File: src/rtl/clbs_pkg.sv
// Shared types, codes and constants for the character LCD bus sequencer.
// Depends on nothing; every other file in the block imports it.
`timescale 1ns / 1ps

package clbs_pkg;

    localparam int unsigned ADDR_W = 4;
    localparam int unsigned DATA_W = 32;

    localparam logic [2:0] REQ_TICK   = 3'd0;
    localparam logic [2:0] REQ_CMD    = 3'd1;
    localparam logic [2:0] REQ_DATA   = 3'd2;
    localparam logic [2:0] REQ_CURSOR = 3'd3;
    localparam logic [2:0] REQ_INIT   = 3'd4;

    localparam logic [1:0] REG_SETUP   = 2'd0;
    localparam logic [1:0] REG_PULSE   = 2'd1;
    localparam logic [1:0] REG_POWER   = 2'd2;
    localparam logic [1:0] REG_GAP     = 2'd3;

    localparam logic [15:0] SETUP_RESET = 16'd72;
    localparam logic [15:0] PULSE_RESET = 16'd72;
    localparam logic [23:0] POWER_RESET = 24'd720000;
    localparam logic [23:0] GAP_RESET   = 24'd360000;

    localparam logic [7:0] CMD_ROW0 = 8'h80;
    localparam logic [7:0] CMD_ROW1 = 8'hC0;

    typedef struct packed {
        logic [2:0] req_type;
        logic [7:0] byte_value;
        logic [5:0] column;
        logic       row;
        logic       busy_bit;
    } clbs_req_t;

    typedef struct packed {
        logic       reg_select;
        logic       read_not_write;
        logic       enable_pin;
        logic [7:0] bus_byte;
        logic       bus_drive;
        logic       idle;
        logic       rejected;
    } clbs_rsp_t;

    typedef enum logic [1:0] {
        KIND_TICK,
        KIND_WRITE,
        KIND_INIT,
        KIND_NONE
    } clbs_kind_t;

    typedef struct packed {
        clbs_kind_t kind;
        logic [7:0] wr_byte;
        logic       wr_rs;
        logic       busy;
    } clbs_cmd_t;

    typedef struct packed {
        logic [15:0] setup_ticks;
        logic [15:0] pulse_ticks;
        logic [23:0] power_up_ticks;
        logic [23:0] init_gap_ticks;
    } clbs_cfg_t;

    function automatic logic [7:0] init_cmd(input logic [2:0] idx);
        logic [7:0] val;
        unique case (idx)
            3'd0:    val = 8'h38;
            3'd1:    val = 8'h38;
            3'd2:    val = 8'h08;
            3'd3:    val = 8'h01;
            3'd4:    val = 8'h06;
            3'd5:    val = 8'h0C;
            default: val = 8'h00;
        endcase
        return val;
    endfunction

endpackage

File: src/rtl/char_lcd_bus_sequencer_unit.sv
// Top level of the character LCD bus sequencer: register port, front end and
// back end. Depends on clbs_pkg, clbs_regs, clbs_front and clbs_back.
//
//   Channel   Handshake            Payload
//   request   push / full          req  (clbs_req_t)
//   result    pop / empty          rsp  (clbs_rsp_t)
//   config    psel/penable/pready  paddr, pwdata, prdata
//
// One word is taken every clock while full is low; the sequencer handles one word
// a cycle while the result queue has room. A word's result reaches the result
// ports through the command queue and the result queue, each two entries deep.
// Reset clears both queues and puts the pins at RS high, all else low.
// Holding pop low fills the result queue, then the command queue, then raises full.
`timescale 1ns / 1ps

module char_lcd_bus_sequencer_unit
    import clbs_pkg::*;
(
    input  logic              clk,
    input  logic              rst_n,
    input  logic              push,
    output logic              full,
    input  clbs_req_t         req,
    output logic              empty,
    input  logic              pop,
    output clbs_rsp_t         rsp,
    input  logic              psel,
    input  logic              penable,
    input  logic              pwrite,
    input  logic [ADDR_W-1:0] paddr,
    input  logic [DATA_W-1:0] pwdata,
    output logic [DATA_W-1:0] prdata,
    output logic              pready
);

    clbs_cfg_t cfg;
    logic      cmd_valid;
    clbs_cmd_t cmd;
    logic      cmd_take;

    clbs_regs u_regs (
        .clk     (clk),
        .rst_n   (rst_n),
        .psel    (psel),
        .penable (penable),
        .pwrite  (pwrite),
        .paddr   (paddr),
        .pwdata  (pwdata),
        .prdata  (prdata),
        .pready  (pready),
        .cfg     (cfg)
    );

    clbs_front u_front (
        .clk       (clk),
        .rst_n     (rst_n),
        .push      (push),
        .full      (full),
        .req       (req),
        .cmd_valid (cmd_valid),
        .cmd       (cmd),
        .cmd_take  (cmd_take)
    );

    clbs_back u_back (
        .clk       (clk),
        .rst_n     (rst_n),
        .cfg       (cfg),
        .cmd_valid (cmd_valid),
        .cmd       (cmd),
        .cmd_take  (cmd_take),
        .empty     (empty),
        .pop       (pop),
        .rsp       (rsp)
    );

endmodule

File: src/rtl/clbs_regs.sv
// Configuration registers of the LCD bus sequencer behind an APB-style port.
// Depends on clbs_pkg.
`timescale 1ns / 1ps

module clbs_regs
    import clbs_pkg::*;
(
    input  logic              clk,
    input  logic              rst_n,
    input  logic              psel,
    input  logic              penable,
    input  logic              pwrite,
    input  logic [ADDR_W-1:0] paddr,
    input  logic [DATA_W-1:0] pwdata,
    output logic [DATA_W-1:0] prdata,
    output logic              pready,
    output clbs_cfg_t         cfg
);

    clbs_cfg_t  cfg_reg;
    logic       wr_en;
    logic [1:0] idx;

    assign idx    = paddr[3:2];
    assign wr_en  = psel && penable && pwrite;
    assign pready = 1'b1;
    assign cfg    = cfg_reg;

    always_ff @(posedge clk or negedge rst_n)
    begin
        if (!rst_n)
        begin
            cfg_reg.setup_ticks    <= SETUP_RESET;
            cfg_reg.pulse_ticks    <= PULSE_RESET;
            cfg_reg.power_up_ticks <= POWER_RESET;
            cfg_reg.init_gap_ticks <= GAP_RESET;
        end
        else if (wr_en)
        begin
            unique case (idx)
                REG_SETUP: cfg_reg.setup_ticks    <= pwdata[15:0];
                REG_PULSE: cfg_reg.pulse_ticks    <= pwdata[15:0];
                REG_POWER: cfg_reg.power_up_ticks <= pwdata[23:0];
                REG_GAP:   cfg_reg.init_gap_ticks <= pwdata[23:0];
            endcase
        end
    end

    always_comb
    begin
        unique case (idx)
            REG_SETUP: prdata = {16'd0, cfg_reg.setup_ticks};
            REG_PULSE: prdata = {16'd0, cfg_reg.pulse_ticks};
            REG_POWER: prdata = {8'd0, cfg_reg.power_up_ticks};
            REG_GAP:   prdata = {8'd0, cfg_reg.init_gap_ticks};
        endcase
    end

endmodule

File: src/rtl/clbs_front.sv
// Front end: decodes each incoming word into a command and holds it in a
// two-entry queue for the sequencer. Depends on clbs_pkg.
`timescale 1ns / 1ps

module clbs_front
    import clbs_pkg::*;
(
    input  logic      clk,
    input  logic      rst_n,
    input  logic      push,
    output logic      full,
    input  clbs_req_t req,
    output logic      cmd_valid,
    output clbs_cmd_t cmd,
    input  logic      cmd_take
);

    clbs_cmd_t  entry_reg [2];
    logic       wr_ptr_reg;
    logic       wr_ptr_next;
    logic       rd_ptr_reg;
    logic       rd_ptr_next;
    logic [1:0] count_reg;
    logic [1:0] count_next;
    logic       accept;
    logic       take;
    clbs_cmd_t  dec;

    always_comb
    begin
        dec.wr_byte = req.byte_value;
        dec.wr_rs   = 1'b0;
        dec.busy    = req.busy_bit;
        unique case (req.req_type)
            REQ_TICK:   dec.kind = KIND_TICK;
            REQ_CMD:    dec.kind = KIND_WRITE;
            REQ_DATA:
            begin
                dec.kind  = KIND_WRITE;
                dec.wr_rs = 1'b1;
            end
            REQ_CURSOR:
            begin
                dec.kind    = KIND_WRITE;
                dec.wr_byte = (req.row ? CMD_ROW1 : CMD_ROW0) + {2'b00, req.column};
            end
            REQ_INIT:   dec.kind = KIND_INIT;
            default:    dec.kind = KIND_NONE;
        endcase
    end

    assign full      = (count_reg == 2'd2);
    assign accept    = push && !full;
    assign cmd_valid = (count_reg != 2'd0);
    assign take      = cmd_valid && cmd_take;
    assign cmd       = entry_reg[rd_ptr_reg];

    assign wr_ptr_next = accept ? ~wr_ptr_reg : wr_ptr_reg;
    assign rd_ptr_next = take ? ~rd_ptr_reg : rd_ptr_reg;
    assign count_next  = count_reg + {1'b0, accept} - {1'b0, take};

    always_ff @(posedge clk or negedge rst_n)
    begin
        if (!rst_n)
        begin
            wr_ptr_reg <= 1'b0;
            rd_ptr_reg <= 1'b0;
            count_reg  <= 2'd0;
        end
        else
        begin
            wr_ptr_reg <= wr_ptr_next;
            rd_ptr_reg <= rd_ptr_next;
            count_reg  <= count_next;
        end
    end

    always_ff @(posedge clk)
    begin
        if (accept)
        begin
            entry_reg[wr_ptr_reg] <= dec;
        end
    end

endmodule

File: src/rtl/clbs_back.sv
// Back end: the bus sequencer state machine and its two-entry result queue.
// Depends on clbs_pkg.
`timescale 1ns / 1ps

module clbs_back
    import clbs_pkg::*;
(
    input  logic      clk,
    input  logic      rst_n,
    input  clbs_cfg_t cfg,
    input  logic      cmd_valid,
    input  clbs_cmd_t cmd,
    output logic      cmd_take,
    output logic      empty,
    input  logic      pop,
    output clbs_rsp_t rsp
);

    typedef enum logic [2:0] {
        PH_IDLE,
        PH_POWER,
        PH_GAP,
        PH_POLL,
        PH_SETUP,
        PH_PULSE
    } phase_t;

    phase_t      phase_reg;
    phase_t      phase_next;
    logic [23:0] tick_count_reg;
    logic [23:0] tick_count_next;
    logic [7:0]  pending_byte_reg;
    logic [7:0]  pending_byte_next;
    logic        pending_rs_reg;
    logic        pending_rs_next;
    logic [2:0]  init_step_reg;
    logic [2:0]  init_step_next;
    logic        rs_reg;
    logic        rs_next;
    logic        rw_reg;
    logic        rw_next;
    logic        en_reg;
    logic        en_next;
    logic        drv_reg;
    logic        drv_next;
    logic [7:0]  pin_byte_reg;
    logic [7:0]  pin_byte_next;

    clbs_rsp_t   res_reg [2];
    logic        res_wr_reg;
    logic        res_rd_reg;
    logic [1:0]  res_count_reg;
    logic [1:0]  res_count_next;
    logic        res_pop;

    logic        step;
    logic        rejected;
    logic        sw;
    logic [7:0]  sw_byte;
    logic [23:0] cnt_inc;
    logic [23:0] wait_len;
    logic        done;
    clbs_rsp_t   res_new;

    assign step     = cmd_valid && (res_count_reg != 2'd2);
    assign cmd_take = step;
    assign cnt_inc  = tick_count_reg + 24'd1;
    assign done     = (cnt_inc >= wait_len);

    always_comb
    begin
        unique case (phase_reg)
            PH_POWER: wait_len = cfg.power_up_ticks;
            PH_GAP:   wait_len = cfg.init_gap_ticks;
            PH_SETUP: wait_len = {8'd0, cfg.setup_ticks};
            default:  wait_len = {8'd0, cfg.pulse_ticks};
        endcase
    end

    always_comb
    begin
        phase_next        = phase_reg;
        tick_count_next   = tick_count_reg;
        pending_byte_next = pending_byte_reg;
        pending_rs_next   = pending_rs_reg;
        init_step_next    = init_step_reg;
        rs_next           = rs_reg;
        rw_next           = rw_reg;
        en_next           = en_reg;
        drv_next          = drv_reg;
        pin_byte_next     = pin_byte_reg;
        rejected          = 1'b0;
        sw                = 1'b0;
        sw_byte           = cmd.wr_byte;
        if (step)
        begin
            unique case (cmd.kind)
                KIND_TICK:
                begin
                    unique case (phase_reg)
                        PH_POWER:
                        begin
                            tick_count_next = cnt_inc;
                            if (done)
                            begin
                                init_step_next = 3'd1;
                                sw             = 1'b1;
                                sw_byte        = init_cmd(3'd0);
                            end
                        end
                        PH_GAP:
                        begin
                            tick_count_next = cnt_inc;
                            if (done)
                            begin
                                init_step_next = 3'd2;
                                sw             = 1'b1;
                                sw_byte        = init_cmd(3'd1);
                            end
                        end
                        PH_POLL:
                        begin
                            if (!cmd.busy)
                            begin
                                phase_next      = PH_SETUP;
                                tick_count_next = 24'd0;
                                rs_next         = pending_rs_reg;
                                rw_next         = 1'b0;
                                en_next         = 1'b0;
                                drv_next        = 1'b0;
                                pin_byte_next   = 8'd0;
                            end
                        end
                        PH_SETUP:
                        begin
                            tick_count_next = cnt_inc;
                            if (done)
                            begin
                                tick_count_next = 24'd0;
                                phase_next      = PH_PULSE;
                                rs_next         = pending_rs_reg;
                                rw_next         = 1'b0;
                                en_next         = 1'b1;
                                drv_next        = 1'b1;
                                pin_byte_next   = pending_byte_reg;
                            end
                        end
                        PH_PULSE:
                        begin
                            tick_count_next = cnt_inc;
                            if (done)
                            begin
                                tick_count_next = 24'd0;
                                rs_next         = pending_rs_reg;
                                rw_next         = 1'b0;
                                en_next         = 1'b0;
                                drv_next        = 1'b1;
                                pin_byte_next   = pending_byte_reg;
                                if (init_step_reg == 3'd1)
                                begin
                                    phase_next = PH_GAP;
                                end
                                else if (init_step_reg >= 3'd2 && init_step_reg <= 3'd5)
                                begin
                                    init_step_next = init_step_reg + 3'd1;
                                    sw             = 1'b1;
                                    sw_byte        = init_cmd(init_step_reg);
                                end
                                else
                                begin
                                    init_step_next = 3'd0;
                                    phase_next     = PH_IDLE;
                                end
                            end
                        end
                        default: phase_next = PH_IDLE;
                    endcase
                end
                KIND_WRITE:
                begin
                    if (phase_reg != PH_IDLE)
                    begin
                        rejected = 1'b1;
                    end
                    else
                    begin
                        init_step_next = 3'd0;
                        sw             = 1'b1;
                    end
                end
                KIND_INIT:
                begin
                    if (phase_reg != PH_IDLE)
                    begin
                        rejected = 1'b1;
                    end
                    else
                    begin
                        init_step_next  = 3'd0;
                        phase_next      = PH_POWER;
                        tick_count_next = 24'd0;
                    end
                end
                KIND_NONE: ;
            endcase
            if (sw)
            begin
                pending_byte_next = sw_byte;
                pending_rs_next   = (cmd.kind == KIND_WRITE) ? cmd.wr_rs : 1'b0;
                phase_next        = PH_POLL;
                tick_count_next   = 24'd0;
                rs_next           = 1'b0;
                rw_next           = 1'b1;
                en_next           = 1'b1;
                drv_next          = 1'b0;
                pin_byte_next     = 8'd0;
            end
        end
    end

    always_comb
    begin
        res_new.reg_select     = rs_next;
        res_new.read_not_write = rw_next;
        res_new.enable_pin     = en_next;
        res_new.bus_byte       = pin_byte_next;
        res_new.bus_drive      = drv_next;
        res_new.idle           = (phase_next == PH_IDLE);
        res_new.rejected       = rejected;
    end

    assign empty          = (res_count_reg == 2'd0);
    assign res_pop        = pop && !empty;
    assign rsp            = res_reg[res_rd_reg];
    assign res_count_next = res_count_reg + {1'b0, step} - {1'b0, res_pop};

    always_ff @(posedge clk or negedge rst_n)
    begin
        if (!rst_n)
        begin
            phase_reg        <= PH_IDLE;
            tick_count_reg   <= 24'd0;
            pending_byte_reg <= 8'd0;
            pending_rs_reg   <= 1'b0;
            init_step_reg    <= 3'd0;
            rs_reg           <= 1'b1;
            rw_reg           <= 1'b0;
            en_reg           <= 1'b0;
            drv_reg          <= 1'b0;
            pin_byte_reg     <= 8'd0;
            res_wr_reg       <= 1'b0;
            res_rd_reg       <= 1'b0;
            res_count_reg    <= 2'd0;
        end
        else
        begin
            phase_reg        <= phase_next;
            tick_count_reg   <= tick_count_next;
            pending_byte_reg <= pending_byte_next;
            pending_rs_reg   <= pending_rs_next;
            init_step_reg    <= init_step_next;
            rs_reg           <= rs_next;
            rw_reg           <= rw_next;
            en_reg           <= en_next;
            drv_reg          <= drv_next;
            pin_byte_reg     <= pin_byte_next;
            res_wr_reg       <= step ? ~res_wr_reg : res_wr_reg;
            res_rd_reg       <= res_pop ? ~res_rd_reg : res_rd_reg;
            res_count_reg    <= res_count_next;
        end
    end

    always_ff @(posedge clk)
    begin
        if (step)
        begin
            res_reg[res_wr_reg] <= res_new;
        end
    end

endmodule

File: config.mk
export PLATFORM = sky130hd
export DESIGN_NAME = char_lcd_bus_sequencer_unit
export DESIGN_NICKNAME = d
export VERILOG_FILES = /design/src/rtl/clbs_pkg.sv /design/src/rtl/char_lcd_bus_sequencer_unit.sv /design/src/rtl/clbs_regs.sv /design/src/rtl/clbs_front.sv /design/src/rtl/clbs_back.sv
export SDC_FILE = /design/constraint.sdc
export NUM_CORES = 1
export LEC_CHECK = 0
export ABC_CLOCK_PERIOD_IN_PS = 4000
export BUFFER_PORTS_ARGS = -buffer_cell sky130_fd_sc_hd__buf_2
export CAP_MARGIN = 0
export CORE_ASPECT_RATIO = 0.8
export CORE_MARGIN = 8
export CORE_UTILIZATION = 54
export DETAILED_ROUTE_END_ITERATION = 8
export GPL_TIMING_DRIVEN = 0
export PLACE_DENSITY = 0.74
export REMOVE_ABC_BUFFERS = 1
export SLEW_MARGIN = 10
export SYNTH_ARGS = -nofsm -noshare
export SYNTH_HDL_FRONTEND = slang
export SYNTH_SLANG_ARGS = --single-unit
File: constraint.sdc
create_clock -name clk -period 4 [get_ports clk]
set_input_delay 0.6 -clock clk [delete_from_list [all_inputs] [get_ports clk]]
set_output_delay 0.6 -clock clk [all_outputs]
set_load 0.005 [all_outputs]
# Word level (Yosys, flattened, before mapping)
# Memories as Yosys holds them, arrays and structs flattened.
# Cells that the tools add are included.
[op_classes]
eq_ne = 30
magnitude_cmp = 3
n_mux = 84
n_reduce_logical = 30
n_bitwise = 4
n_addsub = 7
[ops]
columns = ["cell", "n"]
rows = [
  ["24-bit one-hot mux with 3 select lines", 2],
  ["32-bit one-hot mux with 4 select lines", 1],
  ["24-bit 2-to-1 mux", 4],
  ["8-bit 2-to-1 mux", 11],
  ["24-bit one-hot mux with 2 select lines", 1],
  ["3-bit 2-to-1 mux", 14],
  ["1-bit 2-to-1 mux", 36],
  ["8-bit one-hot mux with 2 select lines", 2],
  ["6-bit one-hot mux with 5 select lines", 1],
  ["24-bit by 1-bit adder with 24-bit output, second input constant", 1],
  ["24-bit greater-or-equal comparator", 1],
  ["3-bit by 2-bit equality test with 1-bit output, second input constant", 6],
  ["3-bit equality test, second input constant", 5],
  ["3-bit one-hot mux with 2 select lines", 2],
  ["3-bit one-hot mux with 4 select lines", 1],
  ["1-bit one-hot mux with 2 select lines", 5],
  ["2-bit AND reduction", 5],
  ["3-bit by 1-bit equality test with 1-bit output, second input constant", 3],
  ["3-bit logical NOT", 3],
  ["3-bit by 2-bit != test with 1-bit output, second input constant", 3],
  ["3-bit one-hot mux with 3 select lines", 1],
  ["8-bit by 6-bit adder with 8-bit output", 1],
  ["2-bit equality test, second input constant", 4],
  ["8-bit AND reduction", 1],
  ["other kinds (23)", 44],
]
[totals]
word_cells = 180
inputBits = 62
mem_count = 2
reg_bits = 139
mem_bits_rw = 52
output_inout_bits = 49
[mem_list]
columns = ["name", "words", "word_bits", "rd", "rd_clocked_by_memory_dff", "write_ports", "line", "rtl"]
rows = [
  ["u_back.res_reg", 2, 14, 1, 0, 1, "clbs_back.sv:49", "clbs_rsp_t res_reg [2];"],
  ["u_front.entry_reg", 2, 12, 1, 0, 1, "clbs_front.sv:18", "clbs_cmd_t entry_reg [2];"],
]

# Depth between registers and ports, before layout
[logic_depth]
word_depth = 11
ltp_mapped = 17
mapped_depth_nobuf = 15

# Modules after synthesis
# From an unflattened synthesis, not the netlist that was laid out.
[hier_totals]
hier_cells = 863
area_unflattened_um2 = 10471.3
[modules_own_cells]
columns = ["module", "seq_area_each_um2", "cells_each", "area_per_inst_um2", "instances"]
rows = [
  ["clbs_back", 2218.4, 572, 5605.4, 1],
  ["clbs_regs", 2029.4, 224, 3674.8, 1],
  ["clbs_front", 820.8, 67, 1191.1, 1],
]

# Worst setup path before layout
# OpenSTA, ideal clock, no wires.
[synth_path]
kind = "flip-flop to flip-flop"
start = "register u_back.tick_count_reg[0]"
end = "register u_back.init_step_reg[0]"
required_ps = 3872
setup_time_ps = 128
arrival_ps = 3702
period_less_slack_ps = 3830
stages_incl_launch_ff = 18
path_slack_ps = 170
path_buffers = 2
cell_sequence = "dfrtp_1 -> ha_1 -> nand3_1 -> or3_1 -> clkbuf_1 -> nor2_1 -> and4_1 -> xor2_1 -> ha_1 -> nand4_2 -> nor4_4 -> a22oi_1 -> and3b_4 -> nand2_1 -> buf_4 -> nand3_1 -> a21oi_2 -> mux2_1"
[synth_via]
elab_chain_len = 4
word_cells_on_any_way = 6
cone_classes = "1 x add/sub; 1 x order compare; 3 x eq/ne; 1 x reduce/logical"
[synth_rtl]
columns = ["item", "line", "rtl"]
rows = [
  ["start, declared", "clbs_back.sv:30", "logic [23:0] tick_count_reg;"],
  ["start signal, assigned", "clbs_back.sv:258", "tick_count_reg <= tick_count_next;"],
  ["24-bit by 1-bit adder with 24-bit output (*)", "clbs_back.sv:67", "assign cnt_inc = tick_count_reg + 24'd1;"],
  ["24-bit greater-or-equal comparator (*)", "clbs_back.sv:68", "assign done = (cnt_inc >= wait_len);"],
  ["3-bit by 2-bit != test with 1-bit output (no line)", "--", ""],
  ["8-bit AND reduction (no line) (*)", "--", ""],
  ["end signal, assigned", "clbs_back.sv:261", "init_step_reg <= init_step_next;"],
  ["end, declared", "clbs_back.sv:36", "logic [2:0] init_step_reg;"],
]
# Mark *: on every way between the ends. The rest lies on a longest branch, timed or not.
# A chain may end at the register's enable or synchronous reset.

# Worst setup path in the final report
[layout_path]
start = "register u_back.tick_count_reg[4]"
end = "register u_back.tick_count_reg[20]"
[layout_via]
elab_chain_len = 8
word_cells_on_any_way = 16
cone_classes = "1 x add/sub; 1 x order compare; 3 x eq/ne; 9 x mux; 2 x reduce/logical"
[layout_rtl]
columns = ["item", "line", "rtl"]
rows = [
  ["24-bit by 1-bit adder with 24-bit output (*)", "clbs_back.sv:67", ""],
  ["24-bit greater-or-equal comparator", "clbs_back.sv:68", ""],
  ["1-bit 2-to-1 mux, on equally long branches", "clbs_back.sv:151, clbs_back.sv:104, clbs_back.sv:114", ""],
  ["1-bit one-hot mux with 2 select lines", "clbs_back.sv:100", "unique case (phase_reg)"],
  ["1-bit one-hot mux with 2 select lines", "clbs_back.sv:97", "unique case (cmd.kind)"],
  ["1-bit 2-to-1 mux", "clbs_back.sv:95", "if (step)"],
  ["5-bit by 4-bit != test with 1-bit output (no line), or another cell as far along", "--", ""],
  ["5-bit AND reduction (no line)", "--", ""],
]
# Mark *: on every way between the ends. The rest lies on a longest branch, timed or not. The select of a mux whose other input is x is not followed.

==> impl_metrics.yaml <==
sta:
  timing.final.hold_violations: 0
  timing_max_transition_violations_final: 0
  finalSetupViolations: 7
  final_period_minus_worst_setup_slack_ns: 4.06
  fmaxAchievable_mhz: 246
  layout_setup_ws_ns: -0.0636
  grt_setup_unrepaired: "yes"
  max_clock_skew_ns: 0.0129
  min_period_over_period: 1.02
  sum_of_negative_setup_slack_ns: -0.136
  worstMarginPinSlew_ns: 1.25
  timing.slew.headroom: 0.168
route:
  vias_per_cell: 6.15
  routed_wire_length_mm: 26.7
  top_signal_layer_used: "met5"
  avgRoutedWirePerCell_um: 20.9
  dr_wl_met2_mm: 12.0
  wire_length_on_met3_mm: 2.13
  drt_iter0_drc: 763
  dr_vias: 7853
  drc: 0
  drt_pre_antenna_iters: 6
  postRouteAntennaNets: 0
  met1Wirelength_mm: 11.7
yosys:
  synth_edf_count: 52
  synth-main-ff-cell: "sky130_fd_sc_hd__dfrtp_1"
  ys_seq_area_frac: 0.491
  yosysWarnings: 0
  synth-seq-cells: 191
  syn-mean-instance-area_um2: 11.7
  synthesis.area_mm2: 0.0103
  synthMostInstantiatedCell: "sky130_fd_sc_hd__dfrtp_1"
  netlist_top_cells_area: "sky130_fd_sc_hd__dfrtp_1 28%, sky130_fd_sc_hd__edfxtp_1 15%, sky130_fd_sc_hd__mux2_2 11%"
  synth.distinct_cells: 81
  synth_top_cell_by_area: "sky130_fd_sc_hd__dfrtp_1"
  synth_async_sr_flop_share: 0.728
  synth_commonest_cells: "116 x sky130_fd_sc_hd__dfrtp_1, 104 x sky130_fd_sc_hd__mux2_2, 78 x sky130_fd_sc_hd__nand2_1"
  netlist.area_leader.share: 0.281
  netlist_instances: 881
die:
  floorplan.initialDensity: 0.547
  floorplan.rows: 45
  floorplan.die.width_um: 171
  core_area_mm2: 0.0189
  pin_count: 111
  chipHeight_um: 140
  overall_die_area_mm2: 0.0238
worst_setup_path:
  top_fanout_value_on_the_critical_path: 6
  critical_path.slowest_cell: "sky130_fd_sc_hd__nor4_4"
  critPathMaxStageDelay_ns: 0.44
  worst_r2r_startpoint: "u_back.tick_count_reg[4]"
  worst-setup-path-type: "reg -> reg"
  worst_ep_arrival_time_ns: 4.40
  critical_path.top_delay_family: "simple AND/OR/NAND/NOR gates"
  critical_path.startpoint: "u_back.tick_count_reg[4]"
  timing.critical_path.depth: 17
  crit_path_start_kind: "register"
  cp-end-kind: "register"
  critPathBufInv: 3
  worstRegToRegCells: 17
  required_ns: 4.33
  timing.critical_path.cells: "and3_4 > and3_4 > nand3_4 > or3_4 > or3_4 > nand2_4 > ha_4 > nand4_4 > nor4_4 > buf_4 > o311ai_4 > buf_12 > a21boi_4 > o31ai_4 > buf_12 > and2_1 > a41o_1"
power:
  power.leakage_uw: 0.00540
  power-per-cell-area_mw_per_mm2: 659
  vdd_drop_max_uv: 305
cells_and_area:
  final_net_count: 1107
  final_layout_size_suffix_gt1_frac: 0.429
  n_antenna_cell: 0
  largest_register_ffs: 80
  final_cell_area_mm2: 0.0126
  post_layout_nonfiller_instances: 1276
  layout.filler_cells: 1322
  syn2layout_area_growth_pct: 22.2
  final_core_utilization: 0.669
global_routing:
  grt_first_pass_wirelength_mm: 39.9
  antenna_found_initial: 1
  first_global_vias: 7411
  track_usage: 0.212
  globalRouteOverflowTotal: 0
  pin_count_of_the_biggest_net_entering_global_routing: 74
clock_network:
  cts.htree.levels: 4
  cts_buffers: 17
  clock-root-buffer: "sky130_fd_sc_hd__clkbuf_16"
  clock_tree.buffer_depth: 2
  cts_tree: "done"
  ctsHoldBuffers: 0
  skew_pair_late_insertion_delay_ns: 0.44
  clock_pin_slew_on_the_worst_setup_and_hold_paths_ns: 0.08
  cts_num_sinks: 191
place:
  dp_slack_ns: -2.02
  port_buffers: 91
  gp_routability_congestion: 0.870
  post-dp-hpwl_mm: 16.0
  place.detailed.instances: 1187
  detailed_place.area_mm2: 0.0110
status:
  violated_checks: "setup timing"
  outcome: "finished, violations left"
flow_run:
  max-cap-violations: 0
hold_path:
  min_path_type: "in -> async"
## stage by stage
stage | hold WS, ns | total power [µW]
final | 0.169 | 8320
after global routing | 0.219 | 8740
after CTS | 0.187 | 7900
after detailed placement | 0.462 | 5840
after global placement | 0.460 | 5680
after floorplan | 0.304 | 4830
## repair_timing
action / in CTS / in global routing
pin swaps: 18 / 28
gates resized for setup: 43 / 63
setup buffers: 20 / 31
gates cloned: 4 / 2
endpoints found under the setup margin: 77 / 73
## cell usage in the layout, fill, tap and decap left out, types with 7 or more instances in the layout
| master | instances |
|---|---|
| sky130_fd_sc_hd__nor2_1 | 45 |
| sky130_fd_sc_hd__clkbuf_16 | 18 |
| sky130_fd_sc_hd__nand4_1 | 8 |
| sky130_fd_sc_hd__dfrtp_1 | 108 |
| sky130_fd_sc_hd__nand2_1 | 67 |
| sky130_fd_sc_hd__and2_1 | 7 |
| sky130_fd_sc_hd__nand3_1 | 12 |
| sky130_fd_sc_hd__or2_2 | 11 |
| sky130_fd_sc_hd__nand2_2 | 7 |
| sky130_fd_sc_hd__buf_2 | 90 |
| sky130_fd_sc_hd__mux2i_1 | 17 |
| sky130_fd_sc_hd__nand2b_1 | 15 |
| sky130_fd_sc_hd__xor2_1 | 7 |
| sky130_fd_sc_hd__xnor2_1 | 18 |
| sky130_fd_sc_hd__a221oi_1 | 7 |
| sky130_fd_sc_hd__dfstp_2 | 23 |
| sky130_fd_sc_hd__nor2b_1 | 16 |
| sky130_fd_sc_hd__a31oi_1 | 7 |
| sky130_fd_sc_hd__ha_1 | 35 |
| sky130_fd_sc_hd__conb_1 | 9 |
| sky130_fd_sc_hd__o21ai_1 | 8 |
| sky130_fd_sc_hd__inv_1 | 19 |
| sky130_fd_sc_hd__a22oi_1 | 24 |
| sky130_fd_sc_hd__buf_6 | 7 |
| sky130_fd_sc_hd__mux4_2 | 16 |
| sky130_fd_sc_hd__o21ai_0 | 13 |
| sky130_fd_sc_hd__a21oi_1 | 20 |
| sky130_fd_sc_hd__mux2_2 | 104 |
| sky130_fd_sc_hd__a21o_1 | 9 |
| sky130_fd_sc_hd__edfxtp_1 | 52 |
| sky130_fd_sc_hd__buf_4 | 45 |
## cells by family after synthesis
kind of cell,share of synthesized area
xor+xnor,0.0221
fa+ha+maj,0.0485
mux,0.169
other cells,0.000727
buf+inv,0.0337
simple gates,0.122
compound gates,0.113
flops,0.491
## cell type report
class                      count  area [µm²]  share of cell area
clock buffer                  18         430              0.0341
inverter                      20        75.1             0.00595
clock inverter                14         171              0.0136
tap                          258         323              0.0256
timing repair buffer         150        1020              0.0812
sequential                   191        5080               0.403
multi-input combinational    625        5510               0.436
## worst paths after layout
path,slack (ns),to
worst min register to register,0.48,u_back.tick_count_reg[18]
worst min-delay path,0.17,u_regs.cfg[0]
max in group asynchronous,3.02,u_regs.cfg[12]
worst max register to register,-0.06,u_back.tick_count_reg[20]
min in group clk,0.37,u_front.entry_reg[0][0]
worst max-delay path,-0.06,u_back.tick_count_reg[20]
## routing by layer
metal / global-route usage / vias up
li1: - / 3506
met5: 0 / -
met3: 0.0469 / 84
met2: 0.314 / 382
met1: 0.299 / 3879
met4: 0.0797 / 2
## power by group
| part | internal (µW) | total [µW] | switching (µW) |
|---|---|---|---|
| clock | 900 | 1730 | 831 |
| sequential | 2630 | 3010 | 372 |
| combinational | 1580 | 3580 | 2000 |
| total | 5120 | 8320 | 3200 |
Power figures use the tool's default switching activity.
